**src/rtl/uart_pkg.sv**
```systemverilog
// ----------------------------------------------------------------------------
// UART register file package
// Shared constants, register codes, payload types and a small helper function
// for the 16550A-style register file and its receive FIFO storage.
// ----------------------------------------------------------------------------
`default_nettype none

package uart_pkg;

    // Receive FIFO geometry.
    localparam int FIFO_DEPTH = 16;
    localparam int FIFO_AW    = $clog2(FIFO_DEPTH);
    localparam int FIFO_CW    = $clog2(FIFO_DEPTH + 1);
    // Head plus count stays below twice the depth.
    localparam int FIFO_SW    = FIFO_AW + 2;

    // Item kinds.
    typedef enum logic [1:0] {
        OP_READ  = 2'd0,
        OP_WRITE = 2'd1,
        OP_RX    = 2'd2
    } t_op;

    // Register offsets inside the UART window.
    localparam logic [2:0] REG_RBR = 3'd0;
    localparam logic [2:0] REG_IER = 3'd1;
    localparam logic [2:0] REG_IIR = 3'd2;
    localparam logic [2:0] REG_LCR = 3'd3;
    localparam logic [2:0] REG_MCR = 3'd4;
    localparam logic [2:0] REG_LSR = 3'd5;
    localparam logic [2:0] REG_MSR = 3'd6;
    localparam logic [2:0] REG_SCR = 3'd7;

    // Interrupt identification codes, highest priority first.
    localparam logic [3:0] IID_RLS  = 4'h6;
    localparam logic [3:0] IID_TMO  = 4'hC;
    localparam logic [3:0] IID_RDA  = 4'h4;
    localparam logic [3:0] IID_THRE = 4'h2;
    localparam logic [3:0] IID_MS   = 4'h0;
    localparam logic [3:0] IID_NONE = 4'h1;

    // Register bits.
    localparam int LCR_DLAB_BIT = 7;
    localparam int IER_RDI_BIT  = 0;
    localparam int IER_THRI_BIT = 1;
    localparam int IER_RLSI_BIT = 2;
    localparam int IER_MSI_BIT  = 3;
    localparam int MCR_LOOP_BIT = 4;
    localparam int FCR_FE_BIT   = 0;
    localparam int FCR_RFR_BIT  = 1;
    localparam int FCR_XFR_BIT  = 2;

    localparam logic [7:0] LSR_DR   = 8'h01;
    localparam logic [7:0] LSR_OE   = 8'h02;
    localparam logic [7:0] LSR_BI   = 8'h10;
    localparam logic [7:0] LSR_THRE = 8'h20;
    localparam logic [7:0] LSR_TEMT = 8'h40;
    localparam logic [7:0] LSR_ERRS = 8'h1E;

    localparam logic [7:0] FCR_KEEP_MASK = 8'hC9;
    localparam logic [7:0] IIR_FIFO_BITS = 8'hC0;

    // Reset values.
    localparam logic [7:0]  IIR_RESET = 8'h01;
    localparam logic [7:0]  LSR_RESET = 8'h60;
    localparam logic [7:0]  MSR_RESET = 8'hB0;
    localparam logic [15:0] DIV_RESET = 16'h000C;
    localparam logic [4:0]  MCR_RESET = 5'h08;

    // Modem status lines forced by the model of the attached modem.
    localparam logic [3:0] MSR_LINES = 4'hB;

    typedef struct packed {
        logic [1:0]  op;
        logic [2:0]  reg_offset;
        logic [15:0] write_data;
        logic        access_wide;
        logic [7:0]  line_byte;
    } t_in_item;

    typedef struct packed {
        logic [7:0] read_data;
        logic       tx_valid;
        logic [7:0] tx_byte;
        logic       irq;
        logic       rx_ready;
    } t_out_item;

    // Receive trigger level selected by FCR bits 7:6.
    function automatic logic [3:0] trig_level(input logic [1:0] sel);
        logic [3:0] lvl;
        case (sel)
            2'd0:    lvl = 4'd1;
            2'd1:    lvl = 4'd4;
            2'd2:    lvl = 4'd8;
            default: lvl = 4'd14;
        endcase
        return lvl;
    endfunction

endpackage

`default_nettype wire

```
**src/rtl/uart_ram.sv**
```systemverilog
// ----------------------------------------------------------------------------
// UART generic RAM
// One write port and one read port; the read data is registered.
// ----------------------------------------------------------------------------
`default_nettype none

module uart_ram #(
    parameter int WIDTH = 8,
    parameter int DEPTH = 16
) (
    input  wire logic                     i_clk,
    input  wire logic                     i_wr_en,
    input  wire logic [$clog2(DEPTH)-1:0] i_wr_addr,
    input  wire logic [WIDTH-1:0]         i_wr_data,
    input  wire logic [$clog2(DEPTH)-1:0] i_rd_addr,
    output logic      [WIDTH-1:0]         o_rd_data
);

    logic [WIDTH-1:0] r_mem [DEPTH];
    logic [WIDTH-1:0] r_rd_data;

    always_ff @(posedge i_clk) begin
        if (i_wr_en) begin
            r_mem[i_wr_addr] <= i_wr_data;
        end
        r_rd_data <= r_mem[i_rd_addr];
    end

    assign o_rd_data = r_rd_data;

endmodule

`default_nettype wire

```
**src/rtl/uart_16550a_register_file.sv**
```systemverilog
// ----------------------------------------------------------------------------
// UART 16550A register file
// Bus-visible register set of a 16550A UART with a receive FIFO.
// ----------------------------------------------------------------------------
`default_nettype none

// The block takes one item per clock unless the result side holds off: a
// bus read, a bus write or a byte that arrived from the serial line. Every
// accepted item produces exactly one result carrying the read data, a
// transmitted byte (a THR write sends its byte at once unless loopback is
// on), the interrupt line level and a flag telling whether another line
// byte can be taken. The input is held in an input register, all register
// updates happen in one pass of short logic and the result lands in an
// output register, and the sustained rate is one item per cycle as long
// as the result side keeps taking transfers. The receive FIFO lives in a
// RAM with a registered read port; the port always reads the entry at the
// next head position, and a byte written to that very entry in the same
// cycle is caught by a bypass register, so a FIFO read never waits on the
// RAM. The FIFO needs no clearing pass after reset: its count starts at
// zero and only written entries are ever read.

module uart_16550a_register_file
    import uart_pkg::*;
(
    input  wire logic      i_clk,
    input  wire logic      i_rst_n,
    input  wire logic      i_in_valid,
    output logic           o_in_ready,
    input  wire t_in_item  i_in_item,
    output logic           o_out_valid,
    input  wire logic      i_out_ready,
    output t_out_item      o_out_item
);

    // ------------------------------------------------------------------
    // Handshake and pipeline registers
    // ------------------------------------------------------------------
    logic      r_in_valid;
    t_in_item  r_in;
    logic      r_out_valid;
    t_out_item r_out;
    logic      advance;
    logic      in_xfer;

    // An item moves from the input register to the result register when
    // the result register is empty or its transfer completes this cycle.
    assign advance    = r_in_valid && (!r_out_valid || i_out_ready);
    assign o_in_ready = !r_in_valid || advance;
    assign in_xfer    = i_in_valid && o_in_ready;

    always_ff @(posedge i_clk) begin
        if (!i_rst_n) begin
            r_in_valid  <= 1'b0;
            r_out_valid <= 1'b0;
        end else begin
            if (in_xfer) begin
                r_in_valid <= 1'b1;
            end else if (advance) begin
                r_in_valid <= 1'b0;
            end
            if (advance) begin
                r_out_valid <= 1'b1;
            end else if (i_out_ready) begin
                r_out_valid <= 1'b0;
            end
        end
    end

    always_ff @(posedge i_clk) begin
        if (in_xfer) begin
            r_in <= i_in_item;
        end
    end

    // ------------------------------------------------------------------
    // Architectural registers
    // ------------------------------------------------------------------
    logic [7:0]         r_rbr, n_rbr;
    logic [3:0]         r_ier, n_ier;
    logic [7:0]         r_iir, n_iir;
    logic [7:0]         r_lcr, n_lcr;
    logic [7:0]         r_lsr, n_lsr;
    logic [7:0]         r_msr, n_msr;
    logic [15:0]        r_div, n_div;
    logic [4:0]         r_mcr, n_mcr;
    logic [7:0]         r_scr, n_scr;
    logic [7:0]         r_fcr, n_fcr;
    logic [3:0]         r_trig, n_trig;
    logic               r_tmo, n_tmo;
    logic               r_thre_p, n_thre_p;
    logic [FIFO_AW-1:0] r_head, n_head;
    logic [FIFO_CW-1:0] r_count, n_count;

    // FIFO storage and the same-entry bypass.
    logic               fifo_wr_en;
    logic [FIFO_AW-1:0] fifo_tail;
    logic [7:0]         fifo_rd_data;
    logic [7:0]         head_data;
    logic               r_byp_valid;
    logic [7:0]         r_byp_data;

    // Per-item work signals.
    t_out_item          n_out;
    logic [7:0]         wr_byte;
    logic               take;
    logic [7:0]         take_byte;
    logic               fifo_full;
    logic [7:0]         fcr_v;
    logic [7:0]         msr_new;
    logic [3:0]         iid;
    logic [FIFO_SW-1:0] tail_sum;
    logic               dlab;
    logic               fifo_on;

    assign wr_byte = r_in.write_data[7:0];
    assign dlab    = r_lcr[LCR_DLAB_BIT];
    assign fifo_on = r_fcr[FCR_FE_BIT];

    assign fifo_full = (r_count == FIFO_CW'(FIFO_DEPTH));
    assign tail_sum  = FIFO_SW'(r_head) + FIFO_SW'(r_count);
    assign fifo_tail = (tail_sum >= FIFO_SW'(FIFO_DEPTH))
                     ? FIFO_AW'(tail_sum - FIFO_SW'(FIFO_DEPTH))
                     : FIFO_AW'(tail_sum);

    assign head_data = r_byp_valid ? r_byp_data : fifo_rd_data;

    always_comb begin
        n_rbr    = r_rbr;
        n_ier    = r_ier;
        n_iir    = r_iir;
        n_lcr    = r_lcr;
        n_lsr    = r_lsr;
        n_msr    = r_msr;
        n_div    = r_div;
        n_mcr    = r_mcr;
        n_scr    = r_scr;
        n_fcr    = r_fcr;
        n_trig   = r_trig;
        n_tmo    = r_tmo;
        n_thre_p = r_thre_p;
        n_head   = r_head;
        n_count  = r_count;
        n_out    = '0;
        take      = 1'b0;
        take_byte = r_in.line_byte;
        fifo_wr_en = 1'b0;
        fcr_v     = wr_byte;
        msr_new   = r_msr;
        iid       = IID_NONE;

        if (advance) begin
            case (r_in.op)
                OP_READ: begin
                    case (r_in.reg_offset)
                        REG_RBR: begin
                            if (dlab) begin
                                n_out.read_data = r_div[7:0];
                            end else if (fifo_on) begin
                                if (r_count != '0) begin
                                    n_out.read_data = head_data;
                                    n_head = (r_head == FIFO_AW'(FIFO_DEPTH - 1))
                                           ? '0 : r_head + 1'b1;
                                    n_count = r_count - 1'b1;
                                end
                                if (n_count == '0) begin
                                    n_lsr = r_lsr & ~(LSR_DR | LSR_BI);
                                end
                                n_tmo = 1'b0;
                            end else begin
                                n_out.read_data = r_rbr;
                                n_lsr = r_lsr & ~(LSR_DR | LSR_BI);
                            end
                        end
                        REG_IER: begin
                            n_out.read_data = dlab ? r_div[15:8] : {4'b0, r_ier};
                        end
                        REG_IIR: begin
                            n_out.read_data = r_iir;
                            // Reading a THR-empty identification acknowledges it.
                            if (r_iir[2:1] == IID_THRE[2:1]) begin
                                n_thre_p = 1'b0;
                            end
                        end
                        REG_LCR: n_out.read_data = r_lcr;
                        REG_MCR: n_out.read_data = {3'b0, r_mcr};
                        REG_LSR: begin
                            n_out.read_data = r_lsr;
                            n_lsr = r_lsr & ~(LSR_BI | LSR_OE);
                        end
                        REG_MSR: begin
                            if (r_mcr[MCR_LOOP_BIT]) begin
                                n_out.read_data = {r_mcr[3], r_mcr[2], r_mcr[0],
                                                   r_mcr[1], 4'b0};
                            end else begin
                                msr_new = {r_msr[7:4] | MSR_LINES, 4'b0};
                                if (msr_new != r_msr) begin
                                    msr_new[3:0] = msr_new[7:4] ^ r_msr[7:4];
                                    // Trailing edge of RI only.
                                    if (msr_new[2] && !r_msr[6]) begin
                                        msr_new[2] = 1'b0;
                                    end
                                end
                                n_out.read_data = msr_new;
                                n_msr = {msr_new[7:4], 4'b0};
                            end
                        end
                        default: n_out.read_data = r_scr;
                    endcase
                end
                OP_WRITE: begin
                    case (r_in.reg_offset)
                        REG_RBR: begin
                            if (dlab) begin
                                n_div = r_in.access_wide ? r_in.write_data
                                                         : {r_div[15:8], wr_byte};
                            end else begin
                                n_lsr    = r_lsr | LSR_THRE | LSR_TEMT;
                                n_thre_p = 1'b1;
                                if (r_mcr[MCR_LOOP_BIT]) begin
                                    take      = 1'b1;
                                    take_byte = wr_byte;
                                end else begin
                                    n_out.tx_valid = 1'b1;
                                    n_out.tx_byte  = wr_byte;
                                end
                            end
                        end
                        REG_IER: begin
                            if (dlab) begin
                                n_div = {wr_byte, r_div[7:0]};
                            end else begin
                                n_ier = wr_byte[3:0];
                                if (r_ier[IER_THRI_BIT] != wr_byte[IER_THRI_BIT]) begin
                                    n_thre_p = wr_byte[IER_THRI_BIT] && r_lsr[5];
                                end
                            end
                        end
                        REG_IIR: begin
                            // Toggling FIFO enable resets both FIFOs.
                            if (wr_byte[FCR_FE_BIT] != r_fcr[FCR_FE_BIT]) begin
                                fcr_v[FCR_XFR_BIT] = 1'b1;
                                fcr_v[FCR_RFR_BIT] = 1'b1;
                            end
                            if (fcr_v[FCR_RFR_BIT]) begin
                                n_lsr   = r_lsr & ~(LSR_DR | LSR_BI);
                                n_tmo   = 1'b0;
                                n_head  = '0;
                                n_count = '0;
                            end
                            if (fcr_v[FCR_XFR_BIT]) begin
                                n_lsr    = n_lsr | LSR_THRE;
                                n_thre_p = 1'b1;
                            end
                            n_fcr = fcr_v & FCR_KEEP_MASK;
                            if (n_fcr[FCR_FE_BIT]) begin
                                n_iir  = r_iir | IIR_FIFO_BITS;
                                n_trig = trig_level(n_fcr[7:6]);
                            end else begin
                                n_iir = r_iir & ~IIR_FIFO_BITS;
                            end
                        end
                        REG_LCR: n_lcr = wr_byte;
                        REG_MCR: n_mcr = wr_byte[4:0];
                        REG_SCR: n_scr = wr_byte;
                        default: ;
                    endcase
                end
                OP_RX: begin
                    take = 1'b1;
                end
                default: ;
            endcase

            // Receive path, shared by line bytes and loopback transmits.
            if (take) begin
                if (fifo_on) begin
                    if (!fifo_full) begin
                        fifo_wr_en = 1'b1;
                        n_count    = r_count + 1'b1;
                    end else begin
                        n_lsr = n_lsr | LSR_OE;
                    end
                end else begin
                    if (r_lsr[0]) begin
                        n_lsr = n_lsr | LSR_OE;
                    end
                    n_rbr = take_byte;
                end
                n_lsr = n_lsr | LSR_DR;
            end

            if (r_in.op == OP_RX && n_count != '0) begin
                n_tmo = 1'b1;
            end

            // Interrupt priority evaluation on the updated state.
            if (n_ier[IER_RLSI_BIT] && (n_lsr & LSR_ERRS) != '0) begin
                iid = IID_RLS;
            end else if (n_ier[IER_RDI_BIT] && n_tmo) begin
                iid = IID_TMO;
            end else if (n_ier[IER_RDI_BIT] && n_lsr[0] &&
                         (!n_fcr[FCR_FE_BIT] || n_count >= FIFO_CW'(n_trig))) begin
                iid = IID_RDA;
            end else if (n_ier[IER_THRI_BIT] && n_thre_p) begin
                iid = IID_THRE;
            end else if (n_ier[IER_MSI_BIT] && n_msr[3:0] != '0) begin
                iid = IID_MS;
            end
            n_iir = {n_iir[7:4], iid};

            n_out.irq = (iid != IID_NONE);
            if (n_fcr[FCR_FE_BIT]) begin
                n_out.rx_ready = (n_count != FIFO_CW'(FIFO_DEPTH)) &&
                                 (n_count != FIFO_CW'(n_trig));
            end else begin
                n_out.rx_ready = !n_lsr[0];
            end
        end
    end

    always_ff @(posedge i_clk) begin
        if (!i_rst_n) begin
            r_rbr       <= '0;
            r_ier       <= '0;
            r_iir       <= IIR_RESET;
            r_lcr       <= '0;
            r_lsr       <= LSR_RESET;
            r_msr       <= MSR_RESET;
            r_div       <= DIV_RESET;
            r_mcr       <= MCR_RESET;
            r_scr       <= '0;
            r_fcr       <= '0;
            r_trig      <= '0;
            r_tmo       <= 1'b0;
            r_thre_p    <= 1'b0;
            r_head      <= '0;
            r_count     <= '0;
            r_byp_valid <= 1'b0;
        end else begin
            r_rbr       <= n_rbr;
            r_ier       <= n_ier;
            r_iir       <= n_iir;
            r_lcr       <= n_lcr;
            r_lsr       <= n_lsr;
            r_msr       <= n_msr;
            r_div       <= n_div;
            r_mcr       <= n_mcr;
            r_scr       <= n_scr;
            r_fcr       <= n_fcr;
            r_trig      <= n_trig;
            r_tmo       <= n_tmo;
            r_thre_p    <= n_thre_p;
            r_head      <= n_head;
            r_count     <= n_count;
            // The RAM returns old data when its read and write meet.
            r_byp_valid <= fifo_wr_en && (fifo_tail == n_head);
        end
    end

    always_ff @(posedge i_clk) begin
        r_byp_data <= take_byte;
        if (advance) begin
            r_out <= n_out;
        end
    end

    // The read port always looks at the entry that will be the head.
    uart_ram #(
        .WIDTH (8),
        .DEPTH (FIFO_DEPTH)
    ) u_rx_ram (
        .i_clk     (i_clk),
        .i_wr_en   (fifo_wr_en),
        .i_wr_addr (fifo_tail),
        .i_wr_data (take_byte),
        .i_rd_addr (n_head),
        .o_rd_data (fifo_rd_data)
    );

    assign o_out_valid = r_out_valid;
    assign o_out_item  = r_out;

    // ------------------------------------------------------------------
    // Assertions
    // ------------------------------------------------------------------
    // The FIFO never holds more than its depth.
    a_count_bound : assert property (@(posedge i_clk) disable iff (!i_rst_n)
        r_count <= FIFO_CW'(FIFO_DEPTH))
        else $error("receive FIFO count above depth");

    // Without FIFO mode nothing is kept in the FIFO.
    a_fifo_off_empty : assert property (@(posedge i_clk) disable iff (!i_rst_n)
        !r_fcr[FCR_FE_BIT] |-> (r_count == '0))
        else $error("FIFO holds entries while FIFO mode is off");

    // IIR FIFO bits mirror the FIFO enable.
    a_iir_fifo_bits : assert property (@(posedge i_clk) disable iff (!i_rst_n)
        r_iir[7:6] == {2{r_fcr[FCR_FE_BIT]}})
        else $error("IIR FIFO bits out of step with FCR");

    // A bypass is only armed by a FIFO write in the previous cycle.
    a_bypass_src : assert property (@(posedge i_clk) disable iff (!i_rst_n)
        r_byp_valid |-> $past(fifo_wr_en))
        else $error("bypass armed without a FIFO write");

endmodule

`default_nettype wire

```
**config.mk**
```make
export PLATFORM = sky130hd
export DESIGN_NAME = uart_16550a_register_file
export DESIGN_NICKNAME = d
export VERILOG_FILES = /design/src/rtl/uart_pkg.sv /design/src/rtl/uart_ram.sv /design/src/rtl/uart_16550a_register_file.sv
export SDC_FILE = /design/constraint.sdc
export NUM_CORES = 1
export LEC_CHECK = 0
export ABC_CLOCK_PERIOD_IN_PS = 3950
export CELL_PAD_IN_SITES_DETAIL_PLACEMENT = 0
export CELL_PAD_IN_SITES_GLOBAL_PLACEMENT = 1
export CORE_MARGIN = 1.5
export CORE_UTILIZATION = 45
export DETAILED_ROUTE_END_ITERATION = 6
export DONT_BUFFER_PORTS = 1
export GPL_ROUTABILITY_DRIVEN = 0
export GPL_TIMING_DRIVEN = 0
export PLACE_DENSITY_LB_ADDON = 0.1
export SETUP_SLACK_MARGIN = 0.4
export SLEW_MARGIN = 20
export SYNTH_ARGS = -nofsm -noshare
export SYNTH_HDL_FRONTEND = slang
export SYNTH_HIERARCHICAL = 1
export SYNTH_SLANG_ARGS = --single-unit
```
**constraint.sdc**
```tcl
create_clock -name i_clk -period 3.95 [get_ports i_clk]
set_input_delay 0.79 -clock i_clk [delete_from_list [all_inputs] [get_ports i_clk]]
set_output_delay 0.79 -clock i_clk [all_outputs]
set_load 0.1 [all_outputs]
```
# Word-level counts from Yosys, hierarchy flattened

Memory sizes are Yosys's and may differ from the RTL's. A register that Yosys moved wholly into a read port is not among the register bits.
Cells that the tools add are included.

Bits in registers: 146
Bits in writable memories: 128
Input port bits: 34
Output and inout port bits: 21
Logic and storage cells: 230
Memories kept: 1

Add/subtract/negate cells: 5
$lt $le $gt $ge: 2
Equal/unequal tests: 27
Multiplexer cells: 118
Bitwise gates (word level): 5
Reductions and logical operators: 40

Memory list:

| name           | words | bits a word | rd ports | clocked after Yosys merged registers in | write ports | line           | text |
|---|---|---|---|---|---|---|---|
| u_rx_ram.r_mem | 16    | 8           | 1        | 1                                       | 1           | uart_ram.sv:19 | `logic [WIDTH-1:0] r_mem [DEPTH];` |

Operators by type and width:

| kind               | count |
|---|---|
| $mux 8             | 17 |
| $mux 5             | 19 |
| $mux 4             | 21 |
| $pmux 8 s7         | 1 |
| $mux 16            | 3 |
| $mux 1             | 33 |
| $pmux 16 s2        | 1 |
| $pmux 7 s2         | 2 |
| $pmux 5 s2         | 2 |
| $mux 2             | 9 |
| $reduce_and 3->1   | 5 |
| $eq 3x3->1 const B | 4 |
| $logic_and 1x1->1  | 12 |
| $pmux 4 s3         | 1 |
| $reduce_bool 5->1  | 2 |
| $mux 9             | 1 |
| $ne 2x2->1 const B | 4 |
| $pmux 4 s2         | 1 |
| $reduce_bool 8->1  | 1 |
| $mux 7             | 1 |
| $ne 7x7->1 const A | 1 |
| $add 4x5->6        | 1 |
| $eq 2x1->1 const B | 3 |
| $eq 3x2->1 const B | 2 |
| 34 further kinds   | 50 |

# Depth between registers and ports, before layout

Gate-level depths: netlist of the first run.

Depth after elaboration: 24
Gate-level depth with buffers: 16
Gate-level depth less buffers: 15

# By module

Netlist of the first run, hierarchy kept.

Modules (own cells, without submodules):

| module                    | instances | cells an instance | area each (sq um) | sequential area each (sq um) |
|---|---|---|---|---|
| uart_16550a_register_file | 1         | 730               | 6956.7            | 3293.2 |
| uart_ram                  | 1         | 229               | 5147.4            | 4003.8 |

# Worst setup path before layout of the first run

OpenSTA, ideal clock, no wires.

Path kind: reg-to-reg
From: reg r_in[28] in the netlist's numbering
To: reg r_out (netlist bit o_out_item[1]) (data pin)
Setup time: 272 ps
Data arrival time: 3089 ps
Data required time: 3678 ps
Path slack: 589 ps
Stages on the path, launching flop included: 16
Buffers on the path: 1
Period minus slack after synthesis: 3361 ps
Cell sequence: edfxtp_1 -> ha_1 -> nor2b_1 -> clkbuf_1 -> a31oi_4 -> nor2_1 -> or3_1 -> a31oi_2 -> inv_1 -> ha_1 -> nand3_1 -> a21oi_1 -> nor4_1 -> o21ai_1 -> o31ai_2 -> nand3_1

RTL lines:

| element                  | line                             | text |
|---|---|---|
| start: declaration       | uart_16550a_register_file.sv:39  | `t_in_item r_in;` |
| start signal: assignment | uart_16550a_register_file.sv:71  | `r_in <= i_in_item;` |
| end signal: assignment   | uart_16550a_register_file.sv:363 | `r_out <= n_out;` |
| end: declaration         | uart_16550a_register_file.sv:41  | `t_out_item r_out;` |

# Final worst setup path of the first run

From: reg r_out_valid, in the netlist o_out_valid
To: reg u_rx_ram.r_rd_data[1], in the netlist u_rx_ram/o_rd_data[1] (read register of u_rx_ram.r_mem)

Cells in the longest elaborated chain, start to end: 4

RTL lines:

| element                  | line                             | text |
|---|---|---|
| start: declaration       | uart_16550a_register_file.sv:40  | `logic r_out_valid;` |
| start signal: assignment | uart_16550a_register_file.sv:54  | `r_out_valid <= 1'b0;` |
| start signal: assignment | uart_16550a_register_file.sv:62  | `r_out_valid <= 1'b1;` |
| start signal: assignment | uart_16550a_register_file.sv:64  | `r_out_valid <= 1'b0;` |
| $logic_not 1->1          | uart_16550a_register_file.sv:47  | `assign advance = r_in_valid && (!r_out_valid \|\| i_out_ready);` |
| $logic_or 1x1->1         | uart_16550a_register_file.sv:47  |  |
| $logic_and 1x1->1        | uart_16550a_register_file.sv:47  |  |
| $mux 4                   | uart_16550a_register_file.sv:151 | `if (advance) begin` |
| named net n_head[0]      | uart_16550a_register_file.sv:91  | `logic [FIFO_AW-1:0] r_head, n_head;` |
| end: declaration         | uart_ram.sv:20                   | `logic [WIDTH-1:0] r_rd_data;` |

The timed path passes the listed nets, and every way through them passes these cells.
A chain may end at the register's enable or synchronous reset.

==> results of run 1 <==
## worst max-delay path by stage
stage,slack [ns],startpoint,to,cells after the start
after floorplan,0.59,r_in[28],o_out_item[1],15
after global placement,-0.28,r_in[29],o_out_item[1],16
after detailed placement,-0.28,r_in[29],u_rx_ram/r_mem[0][4],8
after CTS,0.37,r_count[1],o_out_item[1],15
after global routing,0.38,r_in[27],o_out_item[1],14
final,0.55,o_out_valid,u_rx_ram/o_rd_data[1],12
## registers in the layout (all words and copies together), names as in the netlist, 5 cells and up
signal              cells
u_rx_ram/r_mem        128
r_in                   24
o_out_item             19
r_div                  16
r_byp_data              8
r_lcr                   8
r_rbr                   8
r_scr                   8
u_rx_ram/o_rd_data      8
fcr_v                   6
r_count                 5
r_iir                   5
r_lsr                   5
r_mcr                   5
r_msr                   5
## what timing repair did
item / CTS / global route
gates resized for setup: 21 / 33
pin swaps: 2 / 16
setup endpoints to repair: 141 / 12
buffers inserted: 3 / 15
## kinds of logic after synthesis
group / count (synthesis) / share of synthesized area
flops: 276 / 0.603
fa+ha+maj: 14 / 0.0151
xor+xnor: 9 / 0.00651
simple gates: 291 / 0.118
mux: 102 / 0.124
compound gates: 192 / 0.106
buf+inv: 75 / 0.0283
## final cells by class
cell class	instances	area, sq um
Clock inverter	15	135
Multi-Input combinational cell	608	4670
Tap cell	335	419
Timing Repair Buffer	19	163
Fill cell	2279	12300
Antenna cell	2	5.00
Buffer	59	304
Inverter	16	60.1
Sequential cell	276	7310
Clock buffer	36	803
## critical path: stages, from the launching register on
cell and delay [ns]:
sky130_fd_sc_hd__dfxtp_4 0.53, sky130_fd_sc_hd__nor2b_1 0.28, sky130_fd_sc_hd__nand2b_1 0.20, sky130_fd_sc_hd__clkbuf_2 0.29, sky130_fd_sc_hd__inv_2 0.12, sky130_fd_sc_hd__nand2_1 0.18
sky130_fd_sc_hd__a22oi_1 0.18, sky130_fd_sc_hd__inv_1 0.11, sky130_fd_sc_hd__buf_6 0.14, sky130_fd_sc_hd__buf_6 0.19, sky130_fd_sc_hd__mux4_1 0.61, sky130_fd_sc_hd__a22oi_1 0.35
sky130_fd_sc_hd__nand2_1 0.10
## synthesized netlist by cell type, types with 20 or more instances
cell	count
sky130_fd_sc_hd__edfxtp_1	177
sky130_fd_sc_hd__dfxtp_1	99
sky130_fd_sc_hd__nor2_1	92
sky130_fd_sc_hd__nand2_1	82
sky130_fd_sc_hd__mux2i_1	52
sky130_fd_sc_hd__a21oi_1	51
sky130_fd_sc_hd__clkbuf_1	36
sky130_fd_sc_hd__o21ai_0	34
sky130_fd_sc_hd__a211oi_1	25
sky130_fd_sc_hd__a22oi_1	24
sky130_fd_sc_hd__nor3_1	20
## power breakdown
part | leakage, uW | total [uW] | internal (uW) | switching [uW]
clock network | 0.000462 | 2680 | 1560 | 1120
registers | 0.00242 | 3220 | 3110 | 101
logic | 0.00194 | 332 | 107 | 226
## through the flow
step	setup WS (ns)	setup TNS, ns	area, sq um	power (uW)	hold WS [ns]
after floorplan	0.589	0	12100	3460	0.412
after global placement	-0.277	-6.23	12500	3570	0.434
after detailed placement	-0.281	-4.14	12600	3570	0.436
after CTS	0.368	0	13600	6260	0.297
after global routing	0.378	0	13900	6440	0.292
final	0.553	0	13900	6230	0.314
## per-layer routing
metal	part of all wire	track usage	wire length [um]	vias up
met5	0	0	0	-
met4	0.034	0.0779	1080	0
met3	0.043	0.0366	1360	56
met2	0.49	0.384	15700	181
met1	0.43	0.303	13800	3845
li1	-	-	-	3717
==> metrics.txt, run 1 <==
# TYPE chip_impl_metric gauge
chip_impl_metric{name="hold_path_depth",unit=""} 0
chip_impl_info{name="outcome",value="completed"} 1
chip_impl_metric{name="distinct_cell_type_count_after_synthesis",unit=""} 74
chip_impl_info{name="leading_cell_type_in_the_layout_fill_and_taps_excluded",value="sky130_fd_sc_hd__edfxtp_1"} 1
chip_impl_metric{name="syn_to_final_growth",unit="%"} 14.5
chip_impl_metric{name="netlist_area",unit="sq um"} 12100
chip_impl_metric{name="finalCritPeriodShare",unit=""} 0.860
chip_impl_metric{name="die_area",unit="sq um"} 27900
chip_impl_metric{name="die_width",unit="um"} 167
chip_impl_info{name="critical_path_source_type",value="flip-flop"} 1
chip_impl_metric{name="design.final.nets",unit=""} 1057
chip_impl_metric{name="power.static_leakage",unit="uW"} 0.00483
chip_impl_info{name="hold_path_startpoint",value="i_in_item[19]"} 1
chip_impl_info{name="rsz0062_at_grt",value="false"} 1
chip_impl_info{name="crit_type",value="reg -> reg"} 1
chip_impl_metric{name="async_flop_share",unit=""} 0
chip_impl_metric{name="post-route-min-period",unit="ns"} 3.40
chip_impl_metric{name="synthesized_netlist_cell_count",unit=""} 959
chip_impl_metric{name="timing_max_transition_violations_final",unit=""} 0
chip_impl_metric{name="signal_arrival_time_at_the_worst_endpoint",unit="ns"} 3.84
chip_impl_metric{name="critical_path_required",unit="ns"} 4.39
chip_impl_metric{name="drv.max_cap_violation_count",unit=""} 0
chip_impl_metric{name="drive_gt1_frac",unit=""} 0.166
chip_impl_metric{name="fp.coreArea",unit="sq um"} 26200
chip_impl_metric{name="buffer_ports.inserted",unit=""} 0
chip_impl_metric{name="worst_pin_slew",unit="ns"} 0.923
chip_impl_info{name="layout_common_cells",value="sky130_fd_sc_hd__edfxtp_1, sky130_fd_sc_hd__dfxtp_1, sky130_fd_sc_hd__nor2_1"} 1
chip_impl_metric{name="cts_hold_buf",unit=""} 0
chip_impl_metric{name="ys_warn_count",unit=""} 6
chip_impl_metric{name="synth-seq-area-share",unit=""} 0.603
chip_impl_metric{name="dp_cells",unit=""} 1295
chip_impl_metric{name="die_y",unit="um"} 167
chip_impl_metric{name="clkTransAtPathRegs",unit="ns"} 0.06
chip_impl_metric{name="num_rows",unit=""} 59
chip_impl_metric{name="track_usage",unit=""} 0.229
chip_impl_metric{name="vdd_drop_max",unit="mV"} 0.421
chip_impl_info{name="rr_startpoint",value="o_out_valid"} 1
chip_impl_metric{name="max_clock_freq",unit="MHz"} 294
chip_impl_metric{name="congestion_overflow_gr",unit=""} 0
chip_impl_info{name="cp-end-kind",value="flip-flop"} 1
chip_impl_info{name="tritoncts_clock_tree",value="done"} 1
chip_impl_metric{name="synth_enable_flop_cells",unit=""} 177
chip_impl_metric{name="power_per_cell_area",unit="nW/um^2"} 450
chip_impl_metric{name="final_cell_count_no_fill",unit=""} 1366
chip_impl_metric{name="finish.utilization",unit=""} 0.529
chip_impl_metric{name="hold_violations",unit=""} 0
chip_impl_info{name="rr_endpoint",value="u_rx_ram/o_rd_data[1]"} 1
chip_impl_info{name="root_buffer",value="sky130_fd_sc_hd__clkbuf_16"} 1
chip_impl_metric{name="clkLatencyLatePin",unit="ns"} 0.57
chip_impl_metric{name="design.portCount",unit=""} 55
chip_impl_metric{name="ff2ff_path_depth",unit=""} 12
chip_impl_metric{name="ant_nets",unit=""} 0
chip_impl_info{name="synth_area_leaders",value="sky130_fd_sc_hd__edfxtp_1, sky130_fd_sc_hd__dfxtp_1, sky130_fd_sc_hd__mux2i_1"} 1
chip_impl_info{name="synth.largest_area_cell",value="sky130_fd_sc_hd__edfxtp_1"} 1
chip_impl_metric{name="ctsLongestPathBuffers",unit=""} 3
chip_impl_metric{name="crit_fanout",unit=""} 10
chip_impl_metric{name="reg2reg_slack",unit="ns"} 0.55
chip_impl_info{name="hp-class",value="in -> reg"} 1
chip_impl_metric{name="route.vias.total",unit=""} 7799
chip_impl_metric{name="initial_core_util",unit=""} 0.462
chip_impl_metric{name="detail_route.wl_per_cell",unit="um"} 23.3
chip_impl_metric{name="first_pass_iters",unit=""} 5
chip_impl_metric{name="avgViaCountPerCell",unit=""} 5.71
chip_impl_metric{name="maxSlewHeadroom",unit=""} 0.383
chip_impl_metric{name="drt_first_iter_violations",unit=""} 634
chip_impl_metric{name="ys_seq_elements",unit=""} 276
chip_impl_metric{name="grt_pass1_wl",unit="mm"} 48.0
chip_impl_info{name="synth-main-ff-cell",value="sky130_fd_sc_hd__edfxtp_1"} 1
chip_impl_metric{name="antenna_found_initial",unit=""} 2
chip_impl_metric{name="numCtsBuffers",unit=""} 29
chip_impl_metric{name="wirelength",unit="mm"} 31.9
chip_impl_info{name="worst_hold_path.endpoint",value="r_in[19]"} 1
chip_impl_metric{name="cts-htree-levels",unit=""} 1
chip_impl_metric{name="remaining_drc_errors",unit=""} 0
chip_impl_metric{name="synth_top_area_share",unit=""} 0.439
chip_impl_metric{name="grt_max_degree",unit=""} 29
chip_impl_metric{name="dp_hpwl",unit="mm"} 21.7
chip_impl_metric{name="avgSynthCellArea",unit="sq um"} 12.6
chip_impl_metric{name="vias_in_the_first_global_route",unit=""} 7656
chip_impl_metric{name="clock-skew-final",unit="ns"} 0.0150
chip_impl_metric{name="finalSetupViolCount",unit=""} 0
chip_impl_metric{name="tritoncts_num_sinks",unit=""} 276
chip_impl_metric{name="syn_nets",unit=""} 1007
No activity file was read; power rests on OpenSTA's default activity.
==> inputs of run 2 (changes only) <==
--- a/config.mk
+++ b/config.mk
@@ -5,6 +5,7 @@
 export SDC_FILE = /design/constraint.sdc
 export NUM_CORES = 1
 export LEC_CHECK = 0
+export ABC_AREA = 1
 export ABC_CLOCK_PERIOD_IN_PS = 3950
 export CELL_PAD_IN_SITES_DETAIL_PLACEMENT = 0
 export CELL_PAD_IN_SITES_GLOBAL_PLACEMENT = 1
@@ -13,7 +14,6 @@
 export DETAILED_ROUTE_END_ITERATION = 6
 export DONT_BUFFER_PORTS = 1
 export GPL_ROUTABILITY_DRIVEN = 0
-export GPL_TIMING_DRIVEN = 0
 export PLACE_DENSITY_LB_ADDON = 0.1
 export SETUP_SLACK_MARGIN = 0.4
 export SLEW_MARGIN = 20
==> run 2 against run 1 <==
Effect of this change:
- combinational power increased by 2%
- non-clock buffer count decreased by 58
- worst hold slack got worse by 0.014 ns
- critical path depth increased by 7
- sequential share of layout area about the same
- clock skew increased by 0.0022 ns
- global-route usage increased by 1.1 points
- count of clock-buffer cells in the layout decreased by 2
==> metrics.txt, run 2 <==
# TYPE chip_impl_metric gauge
chip_impl_info{name="outcome",value="completed"} 1
chip_impl_metric{name="design.final.nets",unit=""} 1438
chip_impl_metric{name="distinct_cell_type_count_after_synthesis",unit=""} 53
chip_impl_metric{name="tritoncts_num_sinks",unit=""} 276
chip_impl_info{name="synth.largest_area_cell",value="sky130_fd_sc_hd__edfxtp_1"} 1
chip_impl_metric{name="design.portCount",unit=""} 55
chip_impl_metric{name="internal_power",unit="uW"} 4690
chip_impl_metric{name="syn_nets",unit=""} 1440
chip_impl_metric{name="first_pass_iters",unit=""} 5
chip_impl_metric{name="ant_nets",unit=""} 0
chip_impl_metric{name="hold_path_depth",unit=""} 1
chip_impl_info{name="cp-end-kind",value="flip-flop"} 1
chip_impl_metric{name="avgSynthCellArea",unit="sq um"} 9.04
chip_impl_info{name="root_buffer",value="sky130_fd_sc_hd__clkbuf_16"} 1
chip_impl_metric{name="timing_max_transition_violations_final",unit=""} 0
chip_impl_metric{name="power.share.combinational",unit=""} 0.055
chip_impl_metric{name="power.static_leakage",unit="uW"} 0.00565
chip_impl_metric{name="detail_route.wl_per_cell",unit="um"} 19.0
chip_impl_metric{name="numCtsBuffers",unit=""} 30
chip_impl_metric{name="netlist_area",unit="sq um"} 12600
chip_impl_info{name="hp-class",value="in -> reg"} 1
chip_impl_metric{name="switchingPower",unit="uW"} 1520
chip_impl_metric{name="grt_pass1_wl",unit="mm"} 52.0
chip_impl_metric{name="fp.coreArea",unit="sq um"} 27600
chip_impl_info{name="rr_endpoint",value="o_out_item[1]"} 1
chip_impl_metric{name="critical_path_required",unit="ns"} 4.24
chip_impl_metric{name="largest_register_ffs",unit=""} 128
chip_impl_metric{name="hold_violations",unit=""} 0
chip_impl_metric{name="clock-skew-final",unit="ns"} 0.0172
chip_impl_metric{name="drt_first_iter_violations",unit=""} 591
chip_impl_metric{name="wirelength",unit="mm"} 34.1
chip_impl_metric{name="diodes",unit=""} 0
chip_impl_metric{name="clkTransAtPathRegs",unit="ns"} 0.06
chip_impl_metric{name="totalNegativeSetupSlack",unit="ns"} 0
chip_impl_metric{name="ctsLongestPathBuffers",unit=""} 3
chip_impl_info{name="yosys.cell_count.top_type",value="sky130_fd_sc_hd__nand2_1"} 1
chip_impl_metric{name="remaining_drc_errors",unit=""} 0
chip_impl_metric{name="fillcell_total",unit=""} 2703
chip_impl_info{name="worst_hold_path.endpoint",value="r_lsr[6]"} 1
chip_impl_metric{name="syn_to_final_growth",unit="%"} 9.97
chip_impl_metric{name="ys_warn_count",unit=""} 6
chip_impl_metric{name="post-route-min-period",unit="ns"} 3.19
chip_impl_metric{name="die_width",unit="um"} 170
chip_impl_info{name="crit_type",value="reg -> reg"} 1
chip_impl_info{name="leading_cell_type_in_the_layout_fill_and_taps_excluded",value="sky130_fd_sc_hd__nand2_1"} 1
chip_impl_metric{name="num_rows",unit=""} 61
chip_impl_info{name="rsz0062_at_grt",value="false"} 1
chip_impl_metric{name="power_per_cell_area",unit="nW/um^2"} 449
chip_impl_info{name="rr_startpoint",value="r_in[29]"} 1
chip_impl_info{name="layout_common_cells",value="sky130_fd_sc_hd__nand2_1, sky130_fd_sc_hd__inv_1, sky130_fd_sc_hd__edfxtp_1"} 1
chip_impl_metric{name="vias_in_the_first_global_route",unit=""} 8824
chip_impl_info{name="hold_path_startpoint",value="i_rst_n"} 1
chip_impl_info{name="synth_area_leaders",value="sky130_fd_sc_hd__edfxtp_1, sky130_fd_sc_hd__dfxtp_1, sky130_fd_sc_hd__nand2_1"} 1
chip_impl_metric{name="synth-seq-area-share",unit=""} 0.580
chip_impl_metric{name="gr-usage-met2",unit=""} 0.433
chip_impl_info{name="critical_path_source_type",value="flip-flop"} 1
chip_impl_metric{name="switching_share",unit=""} 0.245
chip_impl_metric{name="route.vias.total",unit=""} 9205
chip_impl_metric{name="die_y",unit="um"} 170
chip_impl_metric{name="dp_hpwl",unit="mm"} 23.3
chip_impl_metric{name="cts-htree-levels",unit=""} 1
chip_impl_metric{name="initial_core_util",unit=""} 0.455
chip_impl_metric{name="drive_gt1_frac",unit=""} 0.0799
chip_impl_metric{name="async_flop_share",unit=""} 0
chip_impl_metric{name="crit_fanout",unit=""} 17
chip_impl_metric{name="track_usage",unit=""} 0.240
chip_impl_metric{name="antenna_found_initial",unit=""} 0
chip_impl_metric{name="power.share.sequential",unit=""} 0.523
chip_impl_metric{name="dp_cells",unit=""} 1735
chip_impl_metric{name="synth_enable_flop_cells",unit=""} 177
chip_impl_metric{name="grt_max_degree",unit=""} 68
chip_impl_metric{name="hold_slack",unit="ns"} 0.300
chip_impl_info{name="netlist_top_cells_count",value="sky130_fd_sc_hd__nand2_1, sky130_fd_sc_hd__inv_1, sky130_fd_sc_hd__edfxtp_1"} 1
chip_impl_metric{name="grt_use_met1",unit=""} 0.297
chip_impl_metric{name="synth_top_area_share",unit=""} 0.422
chip_impl_info{name="tritoncts_clock_tree",value="done"} 1
chip_impl_info{name="gr-max-usage-layer",value="met2"} 1
chip_impl_metric{name="clkLatencyLatePin",unit="ns"} 0.57
chip_impl_metric{name="finalCritPeriodShare",unit=""} 0.807
chip_impl_metric{name="sequential_cell_area",unit="sq um"} 7300
chip_impl_info{name="registers.top_by_ff_count",value="u_rx_ram/r_mem"} 1
chip_impl_metric{name="synthesized_netlist_cell_count",unit=""} 1392
chip_impl_metric{name="clock_power_share",unit=""} 0.422
chip_impl_metric{name="reg2reg_slack",unit="ns"} 0.76
chip_impl_metric{name="maxSlewHeadroom",unit=""} 0.388
chip_impl_metric{name="buffer_ports.inserted",unit=""} 0
chip_impl_metric{name="avgViaCountPerCell",unit=""} 5.14
chip_impl_metric{name="congestion_overflow_gr",unit=""} 0
chip_impl_metric{name="final_cell_count_no_fill",unit=""} 1792
chip_impl_metric{name="met3_usage",unit=""} 0.0295
chip_impl_info{name="synth-main-ff-cell",value="sky130_fd_sc_hd__edfxtp_1"} 1
chip_impl_metric{name="die_area",unit="sq um"} 29000
chip_impl_metric{name="multi_input_comb_area",unit="sq um"} 4200
chip_impl_metric{name="vdd_drop_max",unit="mV"} 0.312
chip_impl_metric{name="drv.max_cap_violation_count",unit=""} 0
chip_impl_metric{name="ys_seq_elements",unit=""} 276
chip_impl_metric{name="worst_pin_slew",unit="ns"} 0.920
chip_impl_metric{name="finalSetupViolCount",unit=""} 0
chip_impl_metric{name="max_clock_freq",unit="MHz"} 314
chip_impl_metric{name="signal_arrival_time_at_the_worst_endpoint",unit="ns"} 3.48
chip_impl_metric{name="ff2ff_path_depth",unit=""} 19
[run 2: cell types whose count changed after synthesis, moves of 29 or more]
| cell | before | now |
|---|---|---|
| sky130_fd_sc_hd__a21oi_1 | 51 | 80 |
| sky130_fd_sc_hd__inv_1 | 13 | 196 |
| sky130_fd_sc_hd__mux2i_1 | 52 | 5 |
| sky130_fd_sc_hd__nand2_1 | 82 | 356 |
| sky130_fd_sc_hd__nand3_1 | 15 | 121 |
| sky130_fd_sc_hd__o21ai_0 | 34 | 92 |
[run 2: worst max-delay path by stage]
| stage | start | endpoint | slack, ns | depth (start not counted) |
|---|---|---|---|---|
| 2_1_floorplan | o_out_valid | fcr_v[0] | 0.86 | 3 |
| 3_3_place_gp | r_in[29] | o_out_item[1] | 0.55 | 19 |
| 3_5_place_dp | r_in[29] | o_out_item[1] | 0.55 | 19 |
| 4_1_cts | r_in[29] | o_out_item[1] | 0.52 | 19 |
| 5_1_grt | r_count[0] | u_rx_ram/o_rd_data[4] | 0.42 | 16 |
| 6_report | r_in[29] | o_out_item[1] | 0.76 | 19 |
[run 2: cell families after synthesis]
| kind of cell | count (synthesis) | share of synthesized area |
|---|---|---|
| simple gates | 596 | 0.205 |
| flops | 276 | 0.580 |
| buf+inv | 265 | 0.0867 |
| compound gates | 227 | 0.103 |
| fa+ha+maj | 14 | 0.0145 |
| mux | 8 | 0.00666 |
| xor+xnor | 6 | 0.00418 |
[run 2: worst max-delay path: stages, from the launching register on]
cell and delay [ns]:
sky130_fd_sc_hd__edfxtp_1 0.43, sky130_fd_sc_hd__inv_1 0.10, sky130_fd_sc_hd__ha_1 0.15, sky130_fd_sc_hd__buf_4 0.22
sky130_fd_sc_hd__inv_1 0.19, sky130_fd_sc_hd__nor2_1 0.29, sky130_fd_sc_hd__nand3_1 0.13, sky130_fd_sc_hd__nand2_1 0.10
sky130_fd_sc_hd__inv_2 0.03, sky130_fd_sc_hd__nand2_1 0.06, sky130_fd_sc_hd__nand2_2 0.08, sky130_fd_sc_hd__inv_1 0.06
sky130_fd_sc_hd__ha_1 0.25, sky130_fd_sc_hd__a21o_1 0.17, sky130_fd_sc_hd__o21ai_0 0.17, sky130_fd_sc_hd__nand4_1 0.11
sky130_fd_sc_hd__inv_1 0.08, sky130_fd_sc_hd__a21boi_1 0.08, sky130_fd_sc_hd__nand2_1 0.11, sky130_fd_sc_hd__nand3_1 0.10
[run 2: per-stage QoR]
step / instance area, sq um / total power [uW] / util / setup slack (ns)
floorplan: 12600 / 3530 / - / 0.865
global placement: 12900 / 3650 / 0.467 / 0.546
detailed placement: 12900 / 3660 / 0.467 / 0.548
CTS: 13800 / 6270 / 0.500 / 0.524
global route: 13800 / 6430 / 0.501 / 0.424
finish: 13800 / 6210 / 0.501 / 0.761
[run 2: routing by layer]
layer / vias up / routed length [um]
met3: 58 / 1500
met1: 4339 / 14300
li1: 4608 / -
met5: - / 0
met2: 200 / 17300
met4: 0 / 1020
[run 2: repair_timing]
item	in CTS	in global routing
hold buffers	0	0
endpoints found under the hold margin	0	0
setup buffers	0	1
resized for setup	0	2
setup endpoints to repair	0	13
[run 2: area by class of cell]
cell class | instances | share of cell area
Inverter | 211 | 0.0573
Timing Repair Buffer | 20 | 0.0108
Sequential cell | 276 | 0.527
Clock inverter | 22 | 0.0112
Clock buffer | 34 | 0.0553
Tap cell | 378 | 0.0342
Multi-Input combinational cell | 851 | 0.304
[run 2: power groups by stage]
stage	combinational (uW)	sequential [uW]	clock, uW
2_1_floorplan	234	3300	0
3_3_place_gp	342	3310	0
3_5_place_dp	344	3310	0
4_1_cts	345	3250	2670
5_1_grt	384	3260	2790
6_report	340	3250	2620
==> inputs of run 3 (changes only) <==
--- a/config.mk
+++ b/config.mk
@@ -5,8 +5,8 @@
 export SDC_FILE = /design/constraint.sdc
 export NUM_CORES = 1
 export LEC_CHECK = 0
-export ABC_AREA = 1
-export ABC_CLOCK_PERIOD_IN_PS = 3950
+export ABC_AREA = 0
+export ABC_CLOCK_PERIOD_IN_PS = 2650
 export CELL_PAD_IN_SITES_DETAIL_PLACEMENT = 0
 export CELL_PAD_IN_SITES_GLOBAL_PLACEMENT = 1
 export CORE_MARGIN = 1.5
==> constraint.sdc (replaced) <==
create_clock -name i_clk -period 2.65 [get_ports i_clk]
set_input_delay 0.53 -clock i_clk [delete_from_list [all_inputs] [get_ports i_clk]]
set_output_delay 0.53 -clock i_clk [all_outputs]
set_load 0.1 [all_outputs]
==> run 3 against run 2 <==
Effect of this change:
- maximum frequency grew 0.26%
- largest power group unchanged
- routed wire length grew 12%
- utilization grew 12 points
- sequential share of layout area shrank 8.0 points
- die area shrank 3.7%
- clock skew grew 0.035 ns
- sequential power grew 48%
- register-to-register slack lost 1.3 ns
- the run now ends with negative setup slack left
- total power grew 55%
- combinational power grew 110%
- clock power grew 56%
==> metrics.txt, run 3 (synthesis results as in run 1) <==
# TYPE chip_impl_metric gauge
chip_impl_metric{name="final_cell_area",unit="sq um"} 16300
chip_impl_info{name="hold_path_startpoint",value="i_in_item[0]"} 1
chip_impl_info{name="hp-class",value="in -> reg"} 1
chip_impl_metric{name="reg2reg_slack",unit="ns"} -0.53
chip_impl_metric{name="hold_violations",unit=""} 0
chip_impl_metric{name="clock-skew-final",unit="ns"} 0.0526
chip_impl_metric{name="track_usage",unit=""} 0.244
chip_impl_metric{name="detail_route.wl_per_cell",unit="um"} 25.2
chip_impl_metric{name="design.portCount",unit=""} 55
chip_impl_metric{name="signal_arrival_time_at_the_worst_endpoint",unit="ns"} 3.46
chip_impl_info{name="violations",value="negative setup slack"} 1
chip_impl_metric{name="worst_pin_slew",unit="ns"} 0.904
chip_impl_metric{name="numCtsBuffers",unit=""} 30
chip_impl_metric{name="first_pass_iters",unit=""} 5
chip_impl_metric{name="drv.max_cap_violation_count",unit=""} 0
chip_impl_metric{name="largest_register_ffs",unit=""} 128
chip_impl_info{name="rr_endpoint",value="o_out_item[1]"} 1
chip_impl_metric{name="totalNegativeSetupSlack",unit="ns"} -19.74
chip_impl_info{name="registers.top_by_ff_count",value="u_rx_ram/r_mem"} 1
chip_impl_metric{name="finalCritPeriodShare",unit=""} 1.20
chip_impl_metric{name="syn_to_final_growth",unit="%"} 34.9
chip_impl_metric{name="ant_nets",unit=""} 0
chip_impl_metric{name="initial_core_util",unit=""} 0.462
chip_impl_metric{name="crit_fanout",unit=""} 4
chip_impl_metric{name="die_width",unit="um"} 167
chip_impl_metric{name="die_y",unit="um"} 167
chip_impl_metric{name="drive_gt1_frac",unit=""} 0.377
chip_impl_metric{name="cts-htree-levels",unit=""} 1
chip_impl_metric{name="finish.utilization",unit=""} 0.623
chip_impl_metric{name="grt_max_degree",unit=""} 31
chip_impl_metric{name="clkTransAtPathRegs",unit="ns"} 0.07
chip_impl_info{name="worstPathCellList",value="buf_6 -> nor4b_4 -> a31o_2 -> nand3_2 -> o311a_1 -> a21oi_2 -> inv_2 -> ha_4 -> a21oi_2 -> nand2_1 -> nor4_2 -> o21ai_2 -> o31ai_2 -> nand3_1"} 1
chip_impl_metric{name="power_per_cell_area",unit="nW/um^2"} 588
chip_impl_metric{name="place_area",unit="sq um"} 13700
chip_impl_info{name="cp-end-kind",value="flip-flop"} 1
chip_impl_info{name="leading_cell_type_in_the_layout_fill_and_taps_excluded",value="sky130_fd_sc_hd__edfxtp_1"} 1
chip_impl_metric{name="drt_first_iter_violations",unit=""} 675
chip_impl_metric{name="power.static_leakage",unit="uW"} 0.00602
chip_impl_metric{name="clkLatencyLatePin",unit="ns"} 0.60
chip_impl_info{name="worst_path_most_repeated_cell",value="sky130_fd_sc_hd__a21oi_2"} 1
chip_impl_info{name="cp_slowest_cell",value="sky130_fd_sc_hd__edfxtp_1"} 1
chip_impl_info{name="critical-path-top-delay-family",value="compound AO/OA/AOI/OAI gates"} 1
chip_impl_info{name="crit_type",value="reg -> reg"} 1
chip_impl_info{name="rsz0062_at_grt",value="true"} 1
chip_impl_metric{name="tritoncts_num_sinks",unit=""} 276
chip_impl_info{name="tritoncts_clock_tree",value="done"} 1
chip_impl_metric{name="dp_hpwl",unit="mm"} 22.6
chip_impl_metric{name="ff2ff_path_depth",unit=""} 14
chip_impl_metric{name="critical_path_buf_inv_count",unit=""} 2
chip_impl_metric{name="congestion_overflow_gr",unit=""} 0
chip_impl_metric{name="sequential_cell_area",unit="sq um"} 7300
chip_impl_metric{name="vdd_drop_max",unit="mV"} 0.721
chip_impl_metric{name="die_area",unit="sq um"} 27900
chip_impl_metric{name="post-route-min-period",unit="ns"} 3.18
chip_impl_metric{name="remaining_drc_errors",unit=""} 0
chip_impl_metric{name="antenna_found_initial",unit=""} 3
chip_impl_metric{name="route.vias.total",unit=""} 8952
chip_impl_metric{name="wirelength",unit="mm"} 38.1
chip_impl_metric{name="avgViaCountPerCell",unit=""} 5.92
chip_impl_info{name="root_buffer",value="sky130_fd_sc_hd__clkbuf_16"} 1
chip_impl_metric{name="critical_path_required",unit="ns"} 2.93
chip_impl_metric{name="design.final.nets",unit=""} 1198
chip_impl_metric{name="grt_pass1_wl",unit="mm"} 51.5
chip_impl_metric{name="buffer_ports.inserted",unit=""} 0
chip_impl_metric{name="finalSetupViolCount",unit=""} 144
chip_impl_metric{name="final.setup.worst_slack",unit="ns"} -0.530
chip_impl_info{name="outcome",value="finished with violations"} 1
chip_impl_info{name="layout_common_cells",value="sky130_fd_sc_hd__edfxtp_1, sky130_fd_sc_hd__buf_4, sky130_fd_sc_hd__dfxtp_1"} 1
chip_impl_metric{name="vias_in_the_first_global_route",unit=""} 8604
chip_impl_metric{name="num_rows",unit=""} 59
chip_impl_info{name="rr_startpoint",value="r_in[26]"} 1
chip_impl_metric{name="fp.coreArea",unit="sq um"} 26200
chip_impl_metric{name="fillcell_total",unit=""} 1969
chip_impl_metric{name="hold_path_depth",unit=""} 0
chip_impl_info{name="worst_hold_path.endpoint",value="r_in[0]"} 1
chip_impl_metric{name="timing_max_transition_violations_final",unit=""} 0
chip_impl_metric{name="multi_input_comb_area",unit="sq um"} 5410
chip_impl_info{name="critical_path_source_type",value="flip-flop"} 1
chip_impl_metric{name="max_clock_freq",unit="MHz"} 314
chip_impl_metric{name="maxSlewHeadroom",unit=""} 0.398
chip_impl_metric{name="cpPeakStageDelay",unit="ns"} 0.47
chip_impl_metric{name="ctsLongestPathBuffers",unit=""} 3
run 3: worst max path at each step:
stage               startpoint  slack, ns             to  cells after the start
floorplan             r_in[28]      -0.42  o_out_item[1]                     15
global placement      r_in[25]      -0.48  o_out_item[1]                     14
detailed placement    r_in[26]      -0.56  o_out_item[1]                     14
CTS                   r_in[29]      -0.51       r_iir[0]                     16
global route          r_in[26]      -0.65  o_out_item[1]                     14
finish                r_in[26]      -0.53  o_out_item[1]                     14
run 3: report_power, final:
group          switching (uW)  internal (uW)  leakage [uW]  total, uW
Clock                    1730           2370      0.000480       4090
Sequential                162           4640       0.00242       4810
Combinational             410            295       0.00312        705
Total                    2300           7310       0.00602       9600
run 3: final cells by class:
class                           count  share of cell area
Antenna cell                        3            0.000460
Multi-Input combinational cell    624               0.331
Timing Repair Buffer              202               0.131
Tap cell                          335              0.0257
Clock inverter                     18              0.0106
Sequential cell                   276               0.447
Clock buffer                       38              0.0497
Inverter                           16             0.00399
run 3: per-stage QoR:
stage | hold WS [ns] | power [uW] | instances | worst slack [ns]
after floorplan | 0.412 | 5180 | 959 | -0.422
after global routing | 0.00773 | 9870 | 1509 | -0.648
after CTS | 0.00114 | 9540 | 1466 | -0.508
after global placement | 0.432 | 5400 | 1383 | -0.483
final | 0.0262 | 9600 | 1512 | -0.530
after detailed placement | 0.437 | 5410 | 1383 | -0.557
run 3: layer usage:
| metal | GRT usage | up-vias | wire [um] |
|---|---|---|---|
| met1 | 0.319 | 4512 | 15300 |
| met5 | 0 | - | 0 |
| met4 | 0.0700 | 0 | 1310 |
| met3 | 0.0290 | 70 | 2130 |
| met2 | 0.426 | 325 | 19300 |
| li1 | - | 4045 | - |
run 3: what timing repair did:
action                     in CTS  in global routing
resized for setup             105                106
cloned                          5                 22
hold buffers                    0                  0
setup endpoints to repair     330                313
pin swaps                      24                 34
setup buffers                  22                 21
